<file path="config.mk">
export PLATFORM = sky130hd
export DESIGN_NAME = iban_check_digit_validator
export DESIGN_NICKNAME = d
export VERILOG_FILES = /design/src/sv/ibanchk_pkg.sv /design/src/sv/iban_check_digit_validator.sv /design/src/sv/ibanchk_ctrl.sv /design/src/sv/ibanchk_dp.sv
export SDC_FILE = /design/constraint.sdc
export NUM_CORES = 1
export LEC_CHECK = 0
export BUFFER_PORTS_ARGS = -buffer_cell sky130_fd_sc_hd__buf_2
export CAP_MARGIN = 30
export CORE_MARGIN = 1.5
export CORE_UTILIZATION = 55
export DETAILED_ROUTE_END_ITERATION = 16
export GPL_ROUTABILITY_DRIVEN = 0
export PLACE_DENSITY = 0.77
export SYNTH_ARGS = -nofsm -noshare
export SYNTH_HDL_FRONTEND = slang
export SYNTH_HIERARCHICAL = 1
export SYNTH_SLANG_ARGS = --single-unit
export TNS_END_PERCENT = 100
</file>
<file path="constraint.sdc">
create_clock -name clock -period 5.71 [get_ports clock]
set_input_delay 0.2855 -clock clock [delete_from_list [all_inputs] [get_ports clock]]
set_output_delay 0.2855 -clock clock [all_outputs]
set_load 0.02 [all_outputs]
</file>
<file path="src/sv/ibanchk_pkg.sv">
// ----------------------------------------------------------------------------
// ibanchk_pkg
// Shared types and constants of the IBAN check-digit validator: controller
// states, command and status bundles between controller and datapath.
// ----------------------------------------------------------------------------
package ibanchk_pkg;

   // Digit count bounds of the accepted format (two letters, then digits)
   localparam int unsigned MIN_DIGITS = 16;
   localparam int unsigned MAX_DIGITS = 32;

   localparam int unsigned POS_W   = 6;
   localparam int unsigned MOD_W   = 7;
   localparam int unsigned CHAR_W  = 8;
   localparam int unsigned VAL_W   = 11;   // r*10 + d <= 1269
   localparam int unsigned MSH_W   = 16;   // modulus << 9
   localparam int unsigned STEP_W  = 3;
   localparam int unsigned TAIL_W  = 3;

   // Register byte address of the modulus
   localparam logic [1:0] ADDR_MODULUS = 2'd0;

   localparam logic [POS_W-1:0]  POS_MAX     = '1;
   localparam logic [POS_W-1:0]  POS_LO      = POS_W'(MIN_DIGITS + 1);
   localparam logic [POS_W-1:0]  POS_HI      = POS_W'(MAX_DIGITS + 1);
   localparam logic [POS_W-1:0]  POS_MIN_LEN = POS_W'(3);
   localparam logic [POS_W-1:0]  POS_DIGITS  = POS_W'(4);
   localparam logic [STEP_W-1:0] STEP_LAST   = STEP_W'(4);
   localparam logic [TAIL_W-1:0] TAIL_COUNT  = TAIL_W'(6);

   localparam logic [CHAR_W-1:0] CHAR_ZERO   = 8'd48;
   localparam logic [CHAR_W-1:0] CHAR_NINE   = 8'd57;
   localparam logic [CHAR_W-1:0] CHAR_UPPER_A = 8'd65;
   localparam logic [CHAR_W-1:0] CHAR_UPPER_Z = 8'd90;
   localparam logic [CHAR_W-1:0] LETTER_BIAS = 8'd55;

   typedef enum logic [4:0] {
      ST_IDLE   = 5'b00001,
      ST_REDUCE = 5'b00010,
      ST_CHECK  = 5'b00100,
      ST_LOAD   = 5'b01000,
      ST_EMIT   = 5'b10000
   } state_type;

   typedef struct packed {
      logic accept;     // take the transaction on the request channel
      logic load_tail;  // load the next rearranged tail digit into the fold
      logic step;       // one reduction iteration
      logic emit;       // write the result register and clear the IBAN state
   } cmd_type;

   typedef struct packed {
      logic fold_char;  // accepted character is a digit past the head
      logic last;       // accepted character ends the IBAN
      logic red_done;   // reduction finishes this cycle
      logic tail_done;  // all tail digits folded
      logic fmt_ok;     // format verdict of the current IBAN
      logic out_free;   // result register can take a new transaction
   } status_type;

endpackage

</file>
<file path="src/sv/iban_check_digit_validator.sv">
// ----------------------------------------------------------------------------
// iban_check_digit_validator
// IBAN format and mod-97 check-digit validator, one character per transaction.
// ----------------------------------------------------------------------------
// Feed the IBAN one ASCII character per request transaction and flag the final
// one with req_last_char; one result transaction follows each last character.
// The format must be two capitals A-Z then 16 to 32 decimal digits. Digits past
// the fourth character are folded into a running remainder as they arrive;
// at the end the country letters (code minus 55) and the check digits are
// folded in, and checksum_ok is set when the format holds and the remainder
// equals one. Each fold runs through a shift-subtract modulo unit that takes
// five iterations, and the request channel stalls while a fold is reduced. A
// last character adds a format check and, when the format holds, six tail
// folds; the request channel stays stalled until the result is emitted.
// The modulus register (byte address 0, reset 97) should be written only
// while no IBAN is in progress.
module iban_check_digit_validator (
   input  logic        clock,
   input  logic        reset,
   input  logic        req_valid,
   output logic        req_stall,
   input  logic [7:0]  req_char_code,
   input  logic        req_last_char,
   output logic        rsp_valid,
   input  logic        rsp_stall,
   output logic        rsp_format_ok,
   output logic        rsp_checksum_ok,
   output logic [6:0]  rsp_remainder,
   input  logic        psel,
   input  logic        penable,
   input  logic        pwrite,
   input  logic [1:0]  paddr,
   input  logic [31:0] pwdata,
   output logic [31:0] prdata,
   output logic        pready
);

   localparam logic [6:0] MODULUS_RESET = 7'd97;

   logic [6:0]              modulus_ff;
   ibanchk_pkg::cmd_type    cmd;
   ibanchk_pkg::status_type status;

   // Configuration register
   assign pready = 1'b1;
   always_ff @(posedge clock) begin
      if (reset) begin
         modulus_ff <= MODULUS_RESET;
      end else if (psel && penable && pwrite && (paddr == ibanchk_pkg::ADDR_MODULUS)) begin
         modulus_ff <= pwdata[6:0];
      end
   end

   assign prdata = (paddr == ibanchk_pkg::ADDR_MODULUS) ? {25'b0, modulus_ff} : 32'b0;

   ibanchk_ctrl u_ctrl (
      .clock     (clock),
      .reset     (reset),
      .req_valid (req_valid),
      .req_stall (req_stall),
      .status    (status),
      .cmd       (cmd)
   );

   ibanchk_dp u_dp (
      .clock           (clock),
      .reset           (reset),
      .req_char_code   (req_char_code),
      .req_last_char   (req_last_char),
      .modulus         (modulus_ff),
      .cmd             (cmd),
      .status          (status),
      .rsp_valid       (rsp_valid),
      .rsp_stall       (rsp_stall),
      .rsp_format_ok   (rsp_format_ok),
      .rsp_checksum_ok (rsp_checksum_ok),
      .rsp_remainder   (rsp_remainder)
   );

endmodule

</file>
<file path="src/sv/ibanchk_ctrl.sv">
// ----------------------------------------------------------------------------
// ibanchk_ctrl
// Controller state machine: accepts characters, sequences the modulo
// reductions of the running remainder and the tail fold, and emits results.
// ----------------------------------------------------------------------------
module ibanchk_ctrl (
   input  logic                    clock,
   input  logic                    reset,
   input  logic                    req_valid,
   output logic                    req_stall,
   input  ibanchk_pkg::status_type status,
   output ibanchk_pkg::cmd_type    cmd
);

   ibanchk_pkg::state_type state_ff, state_in;
   logic                   last_ff, last_in;
   logic                   tail_ff, tail_in;

   assign req_stall = (state_ff != ibanchk_pkg::ST_IDLE);

   // Next state and commands
   always_comb begin
      state_in      = state_ff;
      last_in       = last_ff;
      tail_in       = tail_ff;
      cmd           = '0;
      unique case (state_ff)
         ibanchk_pkg::ST_IDLE: begin
            if (req_valid) begin
               cmd.accept = 1'b1;
               last_in    = status.last;
               if (status.fold_char) begin
                  state_in = ibanchk_pkg::ST_REDUCE;
               end else if (status.last) begin
                  state_in = ibanchk_pkg::ST_CHECK;
               end
            end
         end
         ibanchk_pkg::ST_REDUCE: begin
            cmd.step = 1'b1;
            if (status.red_done) begin
               priority if (tail_ff && status.tail_done) begin
                  state_in = ibanchk_pkg::ST_EMIT;
               end else if (tail_ff) begin
                  state_in = ibanchk_pkg::ST_LOAD;
               end else if (last_ff) begin
                  state_in = ibanchk_pkg::ST_CHECK;
               end else begin
                  state_in = ibanchk_pkg::ST_IDLE;
               end
            end
         end
         ibanchk_pkg::ST_CHECK: begin
            if (status.fmt_ok) begin
               state_in = ibanchk_pkg::ST_LOAD;
            end else begin
               state_in = ibanchk_pkg::ST_EMIT;
            end
         end
         ibanchk_pkg::ST_LOAD: begin
            cmd.load_tail = 1'b1;
            tail_in       = 1'b1;
            state_in      = ibanchk_pkg::ST_REDUCE;
         end
         ibanchk_pkg::ST_EMIT: begin
            if (status.out_free) begin
               cmd.emit = 1'b1;
               tail_in  = 1'b0;
               last_in  = 1'b0;
               state_in = ibanchk_pkg::ST_IDLE;
            end
         end
         default: begin
            state_in = ibanchk_pkg::ST_IDLE;
         end
      endcase
   end

   // State registers
   always_ff @(posedge clock) begin
      if (reset) begin
         state_ff <= ibanchk_pkg::ST_IDLE;
         last_ff  <= 1'b0;
         tail_ff  <= 1'b0;
      end else begin
         state_ff <= state_in;
         last_ff  <= last_in;
         tail_ff  <= tail_in;
      end
   end

endmodule

</file>
<file path="src/sv/ibanchk_dp.sv">
// ----------------------------------------------------------------------------
// ibanchk_dp
// Datapath: head characters, format tracking, running decimal remainder with
// an iterative shift-subtract modulo unit, and the result register.
// ----------------------------------------------------------------------------
module ibanchk_dp (
   input  logic                    clock,
   input  logic                    reset,
   input  logic [7:0]              req_char_code,
   input  logic                    req_last_char,
   input  logic [6:0]              modulus,
   input  ibanchk_pkg::cmd_type    cmd,
   output ibanchk_pkg::status_type status,
   output logic                    rsp_valid,
   input  logic                    rsp_stall,
   output logic                    rsp_format_ok,
   output logic                    rsp_checksum_ok,
   output logic [6:0]              rsp_remainder
);

   localparam int unsigned PW = ibanchk_pkg::POS_W;
   localparam int unsigned VW = ibanchk_pkg::VAL_W;
   localparam int unsigned MW = ibanchk_pkg::MSH_W;

   logic [7:0]                       head_ff [4];
   logic [PW-1:0]                    pos_ff, pos_in;
   logic                             good_ff, good_in;
   logic                             fmt_ff;
   logic [6:0]                       rem_ff, rem_in;
   logic [VW-1:0]                    val_ff, val_in;
   logic [MW-1:0]                    msh_ff, msh_in;
   logic [ibanchk_pkg::STEP_W-1:0]   step_ff;
   logic [ibanchk_pkg::TAIL_W-1:0]   tail_ff;
   logic                             out_valid_ff;
   logic                             out_fmt_ff, out_sum_ff;
   logic [6:0]                       out_rem_ff;

   logic                             is_digit, is_upper, char_good;
   logic                             fmt_in;
   logic [3:0]                       load_digit, tail_digit;
   logic [7:0]                       letter;
   logic [7:0]                       letter_val;
   logic [3:0]                       letter_tens;
   logic [3:0]                       letter_units;
   logic [6:0]                       load_rem;
   logic [VW-1:0]                    sub1, sub2;
   logic [MW-1:0]                    msh_half;
   logic                             mod_small;

   // Classify the incoming character
   assign is_digit = (req_char_code >= ibanchk_pkg::CHAR_ZERO) &&
                     (req_char_code <= ibanchk_pkg::CHAR_NINE);
   assign is_upper = (req_char_code >= ibanchk_pkg::CHAR_UPPER_A) &&
                     (req_char_code <= ibanchk_pkg::CHAR_UPPER_Z);
   assign char_good = (pos_ff < PW'(2)) ? is_upper : is_digit;
   assign good_in   = good_ff && char_good;

   // Format verdict once the last character is in
   assign fmt_in = good_in && (pos_ff >= ibanchk_pkg::POS_MIN_LEN) &&
                   (pos_ff >= ibanchk_pkg::POS_LO) && (pos_ff <= ibanchk_pkg::POS_HI) &&
                   (pos_ff != ibanchk_pkg::POS_MAX);

   // Split a country letter into its two decimal digits (value 10 to 35)
   assign letter     = tail_ff[1] ? head_ff[1] : head_ff[0];
   assign letter_val = letter - ibanchk_pkg::LETTER_BIAS;
   always_comb begin
      priority if (letter_val >= 8'd30) begin
         letter_tens = 4'd3;
      end else if (letter_val >= 8'd20) begin
         letter_tens = 4'd2;
      end else begin
         letter_tens = 4'd1;
      end
   end
   assign letter_units = 4'(letter_val -
                            8'({letter_tens, 3'b000} + {2'b00, letter_tens, 1'b0}));

   // Pick the tail digit in rearranged order: letters, then check digits
   always_comb begin
      unique case (tail_ff)
         3'd0, 3'd2: tail_digit = letter_tens;
         3'd1, 3'd3: tail_digit = letter_units;
         3'd4:       tail_digit = head_ff[2][3:0];
         default:    tail_digit = head_ff[3][3:0];
      endcase
   end

   assign load_digit = cmd.load_tail ? tail_digit : req_char_code[3:0];
   assign load_rem   = rem_ff;

   // Two conditional subtractions of the shifted modulus per iteration
   assign msh_half = msh_ff >> 1;
   assign sub1 = ({{(MW-VW){1'b0}}, val_ff} >= msh_ff) ?
                 VW'({{(MW-VW){1'b0}}, val_ff} - msh_ff) : val_ff;
   assign sub2 = ({{(MW-VW){1'b0}}, sub1} >= msh_half) ?
                 VW'({{(MW-VW){1'b0}}, sub1} - msh_half) : sub1;
   assign mod_small = (modulus <= 7'd1);

   // Load a new fold: r*10 + d, modulus aligned to the top step
   always_comb begin
      val_in = val_ff;
      msh_in = msh_ff;
      if ((cmd.accept && status.fold_char) || cmd.load_tail) begin
         val_in = VW'({load_rem, 3'b000}) + VW'({load_rem, 1'b0}) + VW'(load_digit);
         msh_in = {modulus, 9'b0};
      end else if (cmd.step) begin
         val_in = sub2;
         msh_in = msh_ff >> 2;
      end
   end

   // Remainder update at the end of a reduction, clear after the result
   always_comb begin
      rem_in = rem_ff;
      if (cmd.emit) begin
         rem_in = '0;
      end else if (cmd.step && status.red_done) begin
         rem_in = mod_small ? 7'd0 : sub2[6:0];
      end
   end

   // Position and format tracking
   always_comb begin
      pos_in = pos_ff;
      if (cmd.emit) begin
         pos_in = '0;
      end else if (cmd.accept && !req_last_char && (pos_ff != ibanchk_pkg::POS_MAX)) begin
         pos_in = pos_ff + PW'(1);
      end
   end

   always_ff @(posedge clock) begin
      if (reset) begin
         pos_ff  <= '0;
         good_ff <= 1'b1;
         rem_ff  <= '0;
         step_ff <= '0;
      end else begin
         pos_ff <= pos_in;
         rem_ff <= rem_in;
         if (cmd.emit) begin
            good_ff <= 1'b1;
         end else if (cmd.accept) begin
            good_ff <= good_in;
         end
         if (cmd.step) begin
            step_ff <= status.red_done ? '0 : step_ff + 3'd1;
         end
      end
   end

   // Fold operands, head characters, verdict and tail index
   always_ff @(posedge clock) begin
      val_ff <= val_in;
      msh_ff <= msh_in;
      if (cmd.accept) begin
         fmt_ff  <= fmt_in;
         tail_ff <= '0;
         if (pos_ff < ibanchk_pkg::POS_DIGITS) begin
            head_ff[pos_ff[1:0]] <= req_char_code;
         end
      end else if (cmd.load_tail) begin
         tail_ff <= tail_ff + 3'd1;
      end
   end

   // Result register: hold until taken
   always_ff @(posedge clock) begin
      if (reset) begin
         out_valid_ff <= 1'b0;
      end else if (cmd.emit) begin
         out_valid_ff <= 1'b1;
      end else if (!rsp_stall) begin
         out_valid_ff <= 1'b0;
      end
   end

   always_ff @(posedge clock) begin
      if (cmd.emit) begin
         out_fmt_ff <= fmt_ff;
         out_sum_ff <= fmt_ff && (rem_ff == 7'd1);
         out_rem_ff <= fmt_ff ? rem_ff : 7'd0;
      end
   end

   assign rsp_valid       = out_valid_ff;
   assign rsp_format_ok   = out_fmt_ff;
   assign rsp_checksum_ok = out_sum_ff;
   assign rsp_remainder   = out_rem_ff;

   // Status toward the controller
   assign status.fold_char = is_digit && (pos_ff >= ibanchk_pkg::POS_DIGITS);
   assign status.last      = req_last_char;
   assign status.red_done  = (step_ff == ibanchk_pkg::STEP_LAST);
   assign status.tail_done = (tail_ff == ibanchk_pkg::TAIL_COUNT);
   assign status.fmt_ok    = fmt_ff;
   assign status.out_free  = !out_valid_ff || !rsp_stall;

endmodule
</file>
==> impl_metrics.toml <==
[timing]
period_minus_slack_ns = 5.295
finClkSkew_ns = 0.007649
fin_crit_sh = 0.9272
drv_slew = 0
timing.fmax_mhz = 188.9
relSlewSlack = 0.3932
final-setup-viol-count = 0
timing.hold.ws_ns = 0.1527
rsz0062_at_grt = "false"
finalSetupTns_ns = 0
tightest_slew_ns = 0.9102
hold_viol_final = 0

[floorplanning]
dieWidth_um = 112.2
initial_utilization = 0.5699
dieArea_sq_um = 12600
fp.coreArea_sq_um = 11520
die_h_um = 112.2
rows = 39
io_pins = 94

[run_status]
status = "completed"

[synth]
ys_types = 78
synth_edf_count = 52
syn-cell-area_sq_um = 6563
yosysTopAreaCell = "edfxtp_1"
synthCells = 689
yosysMostFrequentCell = "nor2_1"
synth_top_area_frac = 0.2379
ys_seq_area_frac = 0.3722
ys_seq_elements = 96
syn_area_per_cell_sq_um = 9.525
async_flop_share = 0
ys.flop_type = "edfxtp_1"
netlist_top_cells_count = "70 x nor2_1, 52 x edfxtp_1, 50 x ha_1, 44 x dfxtp_1, 40 x inv_1"
yosysWarnings = 6
synth_area_leaders = "edfxtp_1 24%, dfxtp_1 13%, ha_1 9.5%"

[clock_tree]
cts-root-buf = "clkbuf_16"
cts_hold_buf = 0
tritoncts = "built"
cts_sinks = 96
clk_path_buf_depth = 2
clkTransAtPathRegs_ns = 0.06
numCtsBuffers = 9
worstSkewPairLatency_ns = 0.35
post-cts-setup-buffers = 0
cts_resized = 0
htreeDepth = 3

[critical_path]
required_ns = 5.77
critical_path_class = "reg -> reg"
cp-start-kind = "flop"
worstPathMaxFanout = 7
worst_setup_path_end_kind = "flop"
critPathArrivalTime_ns = 5.35

[flow_run]
drv_cap = 0

[power_and_ir_drop]
ir_drop_mv = 0.2041
power.density_nw_per_um2 = 240.4
leakagePower_nw = 2.898
power_w = 0.001692

[drt]
drc = 0
avgRoutedWirePerCell_um = 15.86
vias_per_cell = 5.917
drtIter0Drc = 405
vias = 5142
routed_wirelength_um = 13790
ant_nets = 0
first_pass_iters = 7

[finish]
layout.nets = 825
diodes = 0
regArea_sq_um = 2444
synthToLayoutAreaGrowth_pct = 7.245
drive_gt1_frac = 0.1529
fillerInstances = 962
multi_input_area_sq_um = 3741

[place]
io_buffers = 42
hpwl_um = 10370

[global_routing]
grt_pass1_wl_um = 22780
grt_max_degree = 29
globalRoute.totalOverflow = 0
antenna_found_initial = 0
grt_pass1_vias = 4889
grtUsageTotal = 0.2236

[hold_path]
worstHoldPathType = "in -> reg"
[metrics by stage]
stage,setup WS (ns),std cells,util,instance area (sq um)
floorplan,0.9032,713,-,6653
global placement,0.5053,853,0.5862,6750
detailed placement,0.3615,853,0.5862,6750
CTS,0.2706,869,0.6105,7030
global route,0.09345,869,0.6111,7038
finish,0.4155,869,0.6111,7038
[kinds of logic (layout without fill, tap and decap cells)]
family | count (synthesis) | count (layout) | synth area share
and+or+nand+nor | 248 | 248 | 0.1990
other | 2 | 26 | 0.001144
xor gates and xnor gates | 32 | 32 | 0.04271
buffers and inverters | 90 | 103 | 0.07283
AOI/OAI and AO/OA | 117 | 117 | 0.1232
muxes | 50 | 50 | 0.08141
adders and majority gates | 54 | 54 | 0.1075
DFF | 96 | 96 | 0.3722
[flip-flops by register name, indices dropped and copies added, names as in the netlist]
register	flops
modulus_ff	7
u_dp/val_ff	11
u_dp/rsp_format_ok	1
u_dp/fmt_ff	1
u_dp/load_rem	7
u_dp/pos_ff	6
u_ctrl/last_ff	1
u_ctrl/tail_ff	1
u_dp/rsp_remainder	7
u_dp/msh_ff	16
u_dp/step_ff	3
u_dp/tail_ff	3
u_dp/good_ff	1
u_dp/rsp_checksum_ok	1
u_ctrl/state_ff	5
u_dp/head_ff	24
u_dp/rsp_valid	1
[report_power, final]
group | internal (W) | switching (W)
Sequential | 0.000760 | 0.0000285
Clock | 0.000308 | 0.000252
Combinational | 0.000135 | 0.000209
Total | 0.00120 | 0.000490
[layer usage]
| layer | share of wire | track usage | vias up |
|---|---|---|---|
| met1 | 0.45 | 0.2870 | 2445 |
| met5 | 0 | 0 | - |
| li1 | - | - | 2499 |
| met3 | 0.048 | 0.03942 | 30 |
| met2 | 0.49 | 0.3824 | 168 |
| met4 | 0.019 | 0.07764 | 0 |
[cell usage in the layout, fill, tap and decap left out, types with 3 or more instances in the layout]
| cell type | instances |
|---|---|
| a21o_1 | 3 |
| mux2i_1 | 29 |
| a31oi_1 | 5 |
| nand2_1 | 38 |
| inv_1 | 40 |
| nor2_1 | 69 |
| o2111ai_1 | 4 |
| and3_1 | 12 |
| o21ai_0 | 23 |
| nor2_2 | 3 |
| xnor2_1 | 20 |
| nor4_1 | 9 |
| nand4_1 | 8 |
| and4_1 | 3 |
| buf_2 | 42 |
| buf_4 | 4 |
| clkbuf_16 | 9 |
| conb_1 | 26 |
| a21oi_1 | 28 |
| nor3_1 | 19 |
| and2_2 | 7 |
| nand2b_1 | 18 |
| o21a_1 | 9 |
| and2_1 | 13 |
| nor2b_1 | 4 |
| edfxtp_1 | 52 |
| ha_1 | 50 |
| fa_1 | 4 |
| a2bb2oi_1 | 3 |
| or2_2 | 4 |
| xor2_1 | 12 |
| o211ai_1 | 5 |
| a22o_1 | 7 |
| nand3_1 | 22 |
| dfxtp_1 | 43 |
| mux2_2 | 19 |
[path summary, 6_finish.rpt]
check | startpoint | endpoint | slack, ns | cells after the start
setup / recovery | u_dp/tail_ff[1] | u_dp/val_ff[9] | 0.42 | 21
hold / removal | req_char_code[6] | u_dp/head_ff[1][6] | 0.15 | 1
setup reg to reg | u_dp/tail_ff[1] | u_dp/val_ff[9] | 0.42 | 21
hold reg to reg | u_dp/good_ff | u_dp/good_ff | 0.48 | 2
[critical path: stages (launching register included)]
cell and delay [ns]:
dfxtp_2 0.41, mux2_2 0.39, ha_1 0.22, nand2_1 0.08
a22oi_1 0.12, and4bb_2 0.26, nor3_2 0.22, o21bai_1 0.18
ha_1 0.20, xor2_1 0.26, or2_2 0.18, mux2i_1 0.06
nor3_1 0.28, fa_1 0.50, ha_1 0.32, a21o_1 0.18
a21oi_1 0.21, o21ai_0 0.16, a2111oi_1 0.42, nor3_1 0.12
xnor2_1 0.15, a2bb2oi_1 0.08
[final cells by class]
| cell class | instances | area share |
|---|---|---|
| Multi-Input combinational cell | 527 | 0.5316 |
| Sequential cell | 96 | 0.3472 |
| Timing Repair Buffer | 46 | 0.03413 |
| Clock buffer | 10 | 0.03396 |
| Tap cell | 143 | 0.02542 |
| Inverter | 41 | 0.02187 |
| Clock inverter | 6 | 0.005867 |
(Power assumes the default switching activity.)
